==> config.mk <==
export PLATFORM = sky130hd
export DESIGN_NAME = sync_length_checksum_frame_parser_top
export DESIGN_NICKNAME = d
export VERILOG_FILES = /design/src/design/slcfp_pkg.sv /design/src/design/slcfp_core.sv /design/src/design/sync_length_checksum_frame_parser_top.sv
export SDC_FILE = /design/constraint.sdc
export NUM_CORES = 1
export LEC_CHECK = 0
export ABC_AREA = 1
export BUFFER_PORTS_ARGS = -buffer_cell sky130_fd_sc_hd__buf_4
export CAP_MARGIN = 15
export CORE_AREA = 2 2 79 81
export CTS_BUF_LIST = sky130_fd_sc_hd__clkbuf_4 sky130_fd_sc_hd__clkbuf_8
export CTS_CLUSTER_DIAMETER = 50
export DETAILED_ROUTE_END_ITERATION = 7
export DIE_AREA = 0 0 81 83
export PLACE_DENSITY = 0.87
export SETUP_SLACK_MARGIN = 0.15
export SYNTH_ARGS = -nofsm -noshare
export SYNTH_HDL_FRONTEND = slang
export SYNTH_SLANG_ARGS = --single-unit
==> constraint.sdc <==
create_clock -name aclk -period 2.7 [get_ports aclk]
set_clock_uncertainty 0.05 [all_clocks]
set_input_delay 0.135 -clock aclk [delete_from_list [all_inputs] [get_ports aclk]]
set_output_delay 0.135 -clock aclk [all_outputs]
set_load 0.01 [all_outputs]
==> src/design/slcfp_pkg.sv <==
// Package for the sync/length/checksum frame parser: constants, types, command decode
`timescale 1ns / 1ps

package slcfp_pkg;

    localparam int unsigned MAX_FRAME_LEN_DEF = 64;

    localparam logic [7:0] SYNC_FIRST  = 8'h55;
    localparam logic [7:0] SYNC_SECOND = 8'hAA;
    localparam logic [3:0] CMD_GROUP   = 4'hB;
    localparam logic [3:0] CMD_RED     = 4'h1;
    localparam logic [3:0] CMD_GREEN   = 4'h2;
    localparam logic [3:0] CMD_BLUE    = 4'h3;

    // Result of one byte: flags plus LED levels after the update
    typedef struct packed {
        logic       frame_ok;
        logic       checksum_error;
        logic       length_error;
        logic [2:0] led;            // bit0 red, bit1 green, bit2 blue
    } result_t;

    // Apply an LED command to the current channel bits
    function automatic logic [2:0] apply_cmd(input logic [7:0] first_b,
                                             input logic [7:0] second_b,
                                             input logic [2:0] led);
        logic [2:0] sel;
        sel = 3'b000;
        if (first_b[7:4] == CMD_GROUP) begin
            case (first_b[3:0])
                CMD_RED:   sel = 3'b001;
                CMD_GREEN: sel = 3'b010;
                CMD_BLUE:  sel = 3'b100;
                default:   sel = 3'b000;
            endcase
        end
        if (second_b != 8'h00) begin
            return led | sel;
        end
        return led & ~sel;
    endfunction

endpackage

==> src/design/slcfp_core.sv <==
// Frame parser state and per-byte next-state logic
`timescale 1ns / 1ps

module slcfp_core #(
    parameter int unsigned MAX_FRAME_LEN = slcfp_pkg::MAX_FRAME_LEN_DEF
) (
    input  logic                aclk,
    input  logic                aresetn,
    input  logic                step,
    input  logic [7:0]          rx_byte,
    output slcfp_pkg::result_t  result
);

    localparam logic [1:0] PH_HUNT   = 2'd0;
    localparam logic [1:0] PH_SYNC1  = 2'd1;
    localparam logic [1:0] PH_LENGTH = 2'd2;
    localparam logic [1:0] PH_BODY   = 2'd3;
    localparam logic [7:0] MAX_LEN   = 8'(MAX_FRAME_LEN);

    logic [1:0] phase_reg, phase_next;
    logic [7:0] len_reg, len_next;
    logic [7:0] count_reg, count_next;
    logic [7:0] sum_reg, sum_next;
    logic [7:0] first_reg, first_next;
    logic [7:0] second_reg, second_next;
    logic [2:0] led_reg, led_next;
    logic       in_payload;

    // Payload while count + 1 < length (length zero never counts as payload)
    assign in_payload = ({1'b0, count_reg} + 9'd1) < {1'b0, len_reg};

    // Next state for one byte
    always_comb begin
        phase_next  = phase_reg;
        len_next    = len_reg;
        count_next  = count_reg;
        sum_next    = sum_reg;
        first_next  = first_reg;
        second_next = second_reg;
        led_next    = led_reg;
        result      = '0;
        case (phase_reg)
            PH_HUNT: begin
                if (rx_byte == slcfp_pkg::SYNC_FIRST) begin
                    phase_next = PH_SYNC1;
                end
            end
            PH_SYNC1: begin
                phase_next = (rx_byte == slcfp_pkg::SYNC_SECOND) ? PH_LENGTH : PH_HUNT;
            end
            PH_LENGTH: begin
                if (rx_byte == 8'h00) begin
                    phase_next = PH_HUNT;
                end else begin
                    len_next   = rx_byte;
                    count_next = 8'h00;
                    if (rx_byte > MAX_LEN) begin
                        phase_next          = PH_HUNT;
                        sum_next            = 8'h00;
                        result.length_error = 1'b1;
                    end else begin
                        phase_next = PH_BODY;
                        sum_next   = rx_byte;
                    end
                end
            end
            PH_BODY: begin
                if (in_payload) begin
                    if (count_reg == 8'd0) begin
                        first_next = rx_byte;
                    end else if (count_reg == 8'd1) begin
                        second_next = rx_byte;
                    end
                    sum_next   = sum_reg + rx_byte;
                    count_next = count_reg + 8'd1;
                end else begin
                    // checksum byte closes the frame
                    if (rx_byte == sum_reg) begin
                        result.frame_ok = 1'b1;
                        led_next = slcfp_pkg::apply_cmd(first_reg, second_reg, led_reg);
                    end else begin
                        result.checksum_error = 1'b1;
                    end
                    sum_next   = 8'h00;
                    phase_next = PH_HUNT;
                end
            end
            default: begin
                phase_next = PH_HUNT;
            end
        endcase
        result.led = led_next;
    end

    // State registers
    always_ff @(posedge aclk) begin
        if (!aresetn) begin
            phase_reg  <= PH_HUNT;
            len_reg    <= 8'h00;
            count_reg  <= 8'h00;
            sum_reg    <= 8'h00;
            first_reg  <= 8'h00;
            second_reg <= 8'h00;
            led_reg    <= 3'b000;
        end else if (step) begin
            phase_reg  <= phase_next;
            len_reg    <= len_next;
            count_reg  <= count_next;
            sum_reg    <= sum_next;
            first_reg  <= first_next;
            second_reg <= second_next;
            led_reg    <= led_next;
        end
    end

endmodule

==> src/design/sync_length_checksum_frame_parser_top.sv <==
// Top level: input register, parser core, result register
//
//  channel | direction | handshake         | payload
//  s_      | in        | s_valid / s_ready | s_rx_byte[7:0]
//  m_      | out       | m_valid / m_ready | flags, red/green/blue levels
//
// One byte per cycle sustained while results are taken; a byte's result
// reaches the m_ side through the input register, then the result register
// behind the parser logic.
// Synchronous active-low reset clears the parser state and both valid flags.
// A stalled result holds the parser; an empty input register still takes one
// more byte, then s_ready drops until the result is taken.
`timescale 1ns / 1ps

module sync_length_checksum_frame_parser_top #(
    parameter int unsigned MAX_FRAME_LEN = slcfp_pkg::MAX_FRAME_LEN_DEF
) (
    input  logic       aclk,
    input  logic       aresetn,
    input  logic       s_valid,
    output logic       s_ready,
    input  logic [7:0] s_rx_byte,
    output logic       m_valid,
    input  logic       m_ready,
    output logic       m_frame_ok,
    output logic       m_checksum_error,
    output logic       m_length_error,
    output logic       m_red_on,
    output logic       m_green_on,
    output logic       m_blue_on
);

    logic               in_valid_reg;
    logic [7:0]         in_byte_reg;
    logic               out_valid_reg;
    slcfp_pkg::result_t out_reg;
    slcfp_pkg::result_t core_result;
    logic               fire;

    // Process the held byte when the result register is free or being taken
    assign fire    = in_valid_reg && (!out_valid_reg || m_ready);
    assign s_ready = !in_valid_reg || fire;

    slcfp_core #(
        .MAX_FRAME_LEN (MAX_FRAME_LEN)
    ) u_core (
        .aclk    (aclk),
        .aresetn (aresetn),
        .step    (fire),
        .rx_byte (in_byte_reg),
        .result  (core_result)
    );

    // Input register
    always_ff @(posedge aclk) begin
        if (!aresetn) begin
            in_valid_reg <= 1'b0;
        end else if (s_valid && s_ready) begin
            in_valid_reg <= 1'b1;
        end else if (fire) begin
            in_valid_reg <= 1'b0;
        end
    end

    always_ff @(posedge aclk) begin
        if (s_valid && s_ready) begin
            in_byte_reg <= s_rx_byte;
        end
    end

    // Result register
    always_ff @(posedge aclk) begin
        if (!aresetn) begin
            out_valid_reg <= 1'b0;
        end else if (fire) begin
            out_valid_reg <= 1'b1;
        end else if (m_ready) begin
            out_valid_reg <= 1'b0;
        end
    end

    always_ff @(posedge aclk) begin
        if (fire) begin
            out_reg <= core_result;
        end
    end

    assign m_valid          = out_valid_reg;
    assign m_frame_ok       = out_reg.frame_ok;
    assign m_checksum_error = out_reg.checksum_error;
    assign m_length_error   = out_reg.length_error;
    assign m_red_on         = out_reg.led[0];
    assign m_green_on       = out_reg.led[1];
    assign m_blue_on        = out_reg.led[2];

endmodule

==> results.ini <==
[cts]
cts_max_level=3
numCtsBuffers=9
clockRootBuffer=clkbuf_8
cts_tree=yes
clkSlewWorstSetupHoldPaths_ns=0.07
clock_path_buffers=2
clock_latency_ns=0.35
clock-sinks=61

[timing]
worst_slew_margin_rel_pct=39.3
hold_viol=0
fmax_ghz=0.380
setup_violations=0
period_needed_ns=2.63
worst_pin_slew_ns=0.910
slew_viol_final=0
rsz0062_at_grt=true
final.period_utilization_pct=97.5

[critical_path]
reg2reg_slack_ns=0.07
setup.worst_path.end_class=flop
worstReg2RegEnd=m_green_on$_DFFE_PP_
r2r_start=u_core.count_reg[0]$_SDFFE_PN0P_
worst_setup_path_start_kind=flop
crit_arrival_ns=2.69
slowest_stage=dfxtp_4
slowest_delay_ns=0.37
required_ns=2.75
path_class=reg2reg
worstPathMaxFanout=7
path_cells=buf_6, nand2_4, nor2_4, nand4_1, nor2_1, xor2_1, ha_1, nand3_2, nand2_2, nor2_4, nand2_4, buf_12, nand2_4, nand2_1, nand2_1, nand2_1
reg2regPathDepth=16

[synth]
synth_edf_count=14
synth_area_um2=3430
yosys-top-cells-count=nand2_1 (111), inv_1 (58), dfxtp_1 (47), a21oi_1 (46), nor2_1 (42)
yosysTopAreaCellShare_pct=27.4
syn_avg_cell_area_um2=7.38
synthFlopType=dfxtp_1
async_reset_ff_share_pct=0
synth_top_area_cell=dfxtp_1
seq_area_frac_synth_pct=39.7
yosysWarnings=0
syn_nets=495
synth.distinct_cells=32
synth_cells=465
synth_area_leaders=dfxtp_1 (27%), edfxtp_1 (12%), nand2_1 (12%)
synth_most_common_cell=nand2_1
yosys_register_bits=61

[pwr]
powerDensity_nw_per_um2=454
vdd_drop_max_mv=0.439
power_mw=2.03
cellLeakagePower_nw=1.95

[outcome]
status=finished clean

[place]
dp.cells=561
hpwl_um=5570
placed_area_um2=3710
portBuffers=19
gp_congestion=0.936

[routing]
postRouteAntennaNets=0
post_drt_wl_per_cell_um=15.5
num_vias=3414
via_per_inst=5.71
drt_pass1_iterations=5
drtIter0Drc=278
routed_wl_um=9290
drc=0

[finish]
multiInputGateArea_um2=2080
drive_above_1_share_pct=24.5
n_antenna_cell=0
fillCellCount=418
fin_area_um2=4470
finalNonFillerCells=598
seq_area_um2=1370
nets=548
area_growth_pct=30.2

[min_path]
hp-start=m_ready
holdPathStages=4
min-delay-path-class=in2reg
holdPathEnd=m_valid$_SDFFE_PN0P_

[global_route]
grt_pass1_vias=3060
grt_max_degree=23
grt_first_pass_wirelength_um=13900
antenna_found_initial=0
overflow=0
grt_usage_pct=27.1

[run]
drv_cap=0

[floorplan]
die_area_um2=6720
ios=20
core_area_um2=5820
start_util_pct=59.0
die_width_um=81
die_h_um=83
rows=28

-- worst max-delay path, delay by kind of cell, from the launching register on --
kind	cells	cell delay [ns]
xor gates and xnor gates	1	0.25
adders and majority gates	1	0.33
buffers and inverters	2	0.28
DFF	1	0.37
and+or+nand+nor	12	1.08
-- power by group --
| group | leakage, nW | switching (mW) | internal (mW) |
|---|---|---|---|
| Combinational | 1.32 | 0.0849 | 0.0566 |
| Sequential | 0.518 | 0.0172 | 0.947 |
| Clock | 0.117 | 0.380 | 0.543 |
| Total | 1.95 | 0.482 | 1.55 |
-- kinds of logic after synthesis --
group                    share of synthesized area, %
buffers and inverters                            8.28
flip-flops                                       39.7
adder cells (fa/ha/maj)                          6.78
XOR/XNOR                                         2.81
AND/OR/NAND/NOR                                  30.4
AO/OA/AOI/OAI                                    12.1
-- metrics by stage --
step	hold slack, ns	setup TNS, ns	setup slack (ns)	utilization (%)
3_3_place_gp	0.263	0	0.154	63.8
5_1_grt	0.00915	-1.01	-0.0639	76.8
4_1_cts	0.00150	0	0.164	71.6
6_report	0.0113	0	0.0684	76.8
2_1_floorplan	0.184	0	0.226	-
3_5_place_dp	0.264	-0.261	-0.0439	63.8
-- per-layer routing --
metal  global-route usage, %  share of wire, %  vias up
li1                        -                 -     1661
met1                    33.4                40     1562
met2                    43.8                49      154
met3                    7.83               7.8       37
met4                    11.2               3.6        0
met5                       0                 0        -
-- worst max-delay path by stage --
stage                                          start                           endpoint  slack, ns  depth (start not counted)
global placement    u_core.count_reg[1]$_SDFFE_PN0P_  u_core.second_reg[3]$_SDFFE_PN0P_       0.15                         16
global route        u_core.count_reg[0]$_SDFFE_PN0P_                 m_red_on$_DFFE_PP_      -0.06                         16
floorplan           u_core.count_reg[0]$_SDFFE_PN0P_   u_core.count_reg[0]$_SDFFE_PN0P_       0.23                         16
finish              u_core.count_reg[0]$_SDFFE_PN0P_               m_green_on$_DFFE_PP_       0.07                         16
detailed placement  u_core.count_reg[1]$_SDFFE_PN0P_  u_core.second_reg[7]$_SDFFE_PN0P_      -0.04                         16
CTS                 u_core.count_reg[1]$_SDFFE_PN0P_               m_green_on$_DFFE_PP_       0.16                         16
-- layout by cell type (no fill, tap or decap), types with 6 or more instances in the layout --
master         netlist  routed
nand2_1            111      87
inv_1               58      55
dfxtp_1             47      44
nor2_1              42      39
a21oi_1             46      39
buf_4                0      37
nand4_1             23      23
nand3_1             27      20
nand2_2              4      19
o21ai_0             19      18
edfxtp_1            14      14
ha_1                17      13
xor2_1              11      11
clkbuf_8             0      10
nand2_4              1       8
dlygate4sd3_1        0       8
nand3_2              4       7
nor3_1               7       7
a31oi_1              7       7
a21oi_2              0       6
-- final cells by class --
| cell class | count | area share (%) |
|---|---|---|
| Multi-Input combinational cell | 334 | 46.5 |
| Timing Repair inverter | 2 | 0.392 |
| Clock buffer | 10 | 3.08 |
| Clock inverter | 6 | 1.90 |
| Timing Repair Buffer | 49 | 9.77 |
| Sequential cell | 61 | 30.7 |
| Inverter | 61 | 5.49 |
| Tap cell | 75 | 2.10 |
-- repair_timing --
| item | CTS | global route |
|---|---|---|
| cloned | 1 | 2 |
| buffers inserted | 4 | 6 |
| hold endpoints to repair | 8 | 0 |
| hold buffers | 8 | 0 |
| pin swaps | 6 | 28 |
| resized for setup | 21 | 61 |
| setup endpoints to repair | 40 | 42 |
Note: power is estimated with default switching activity, not from simulation.
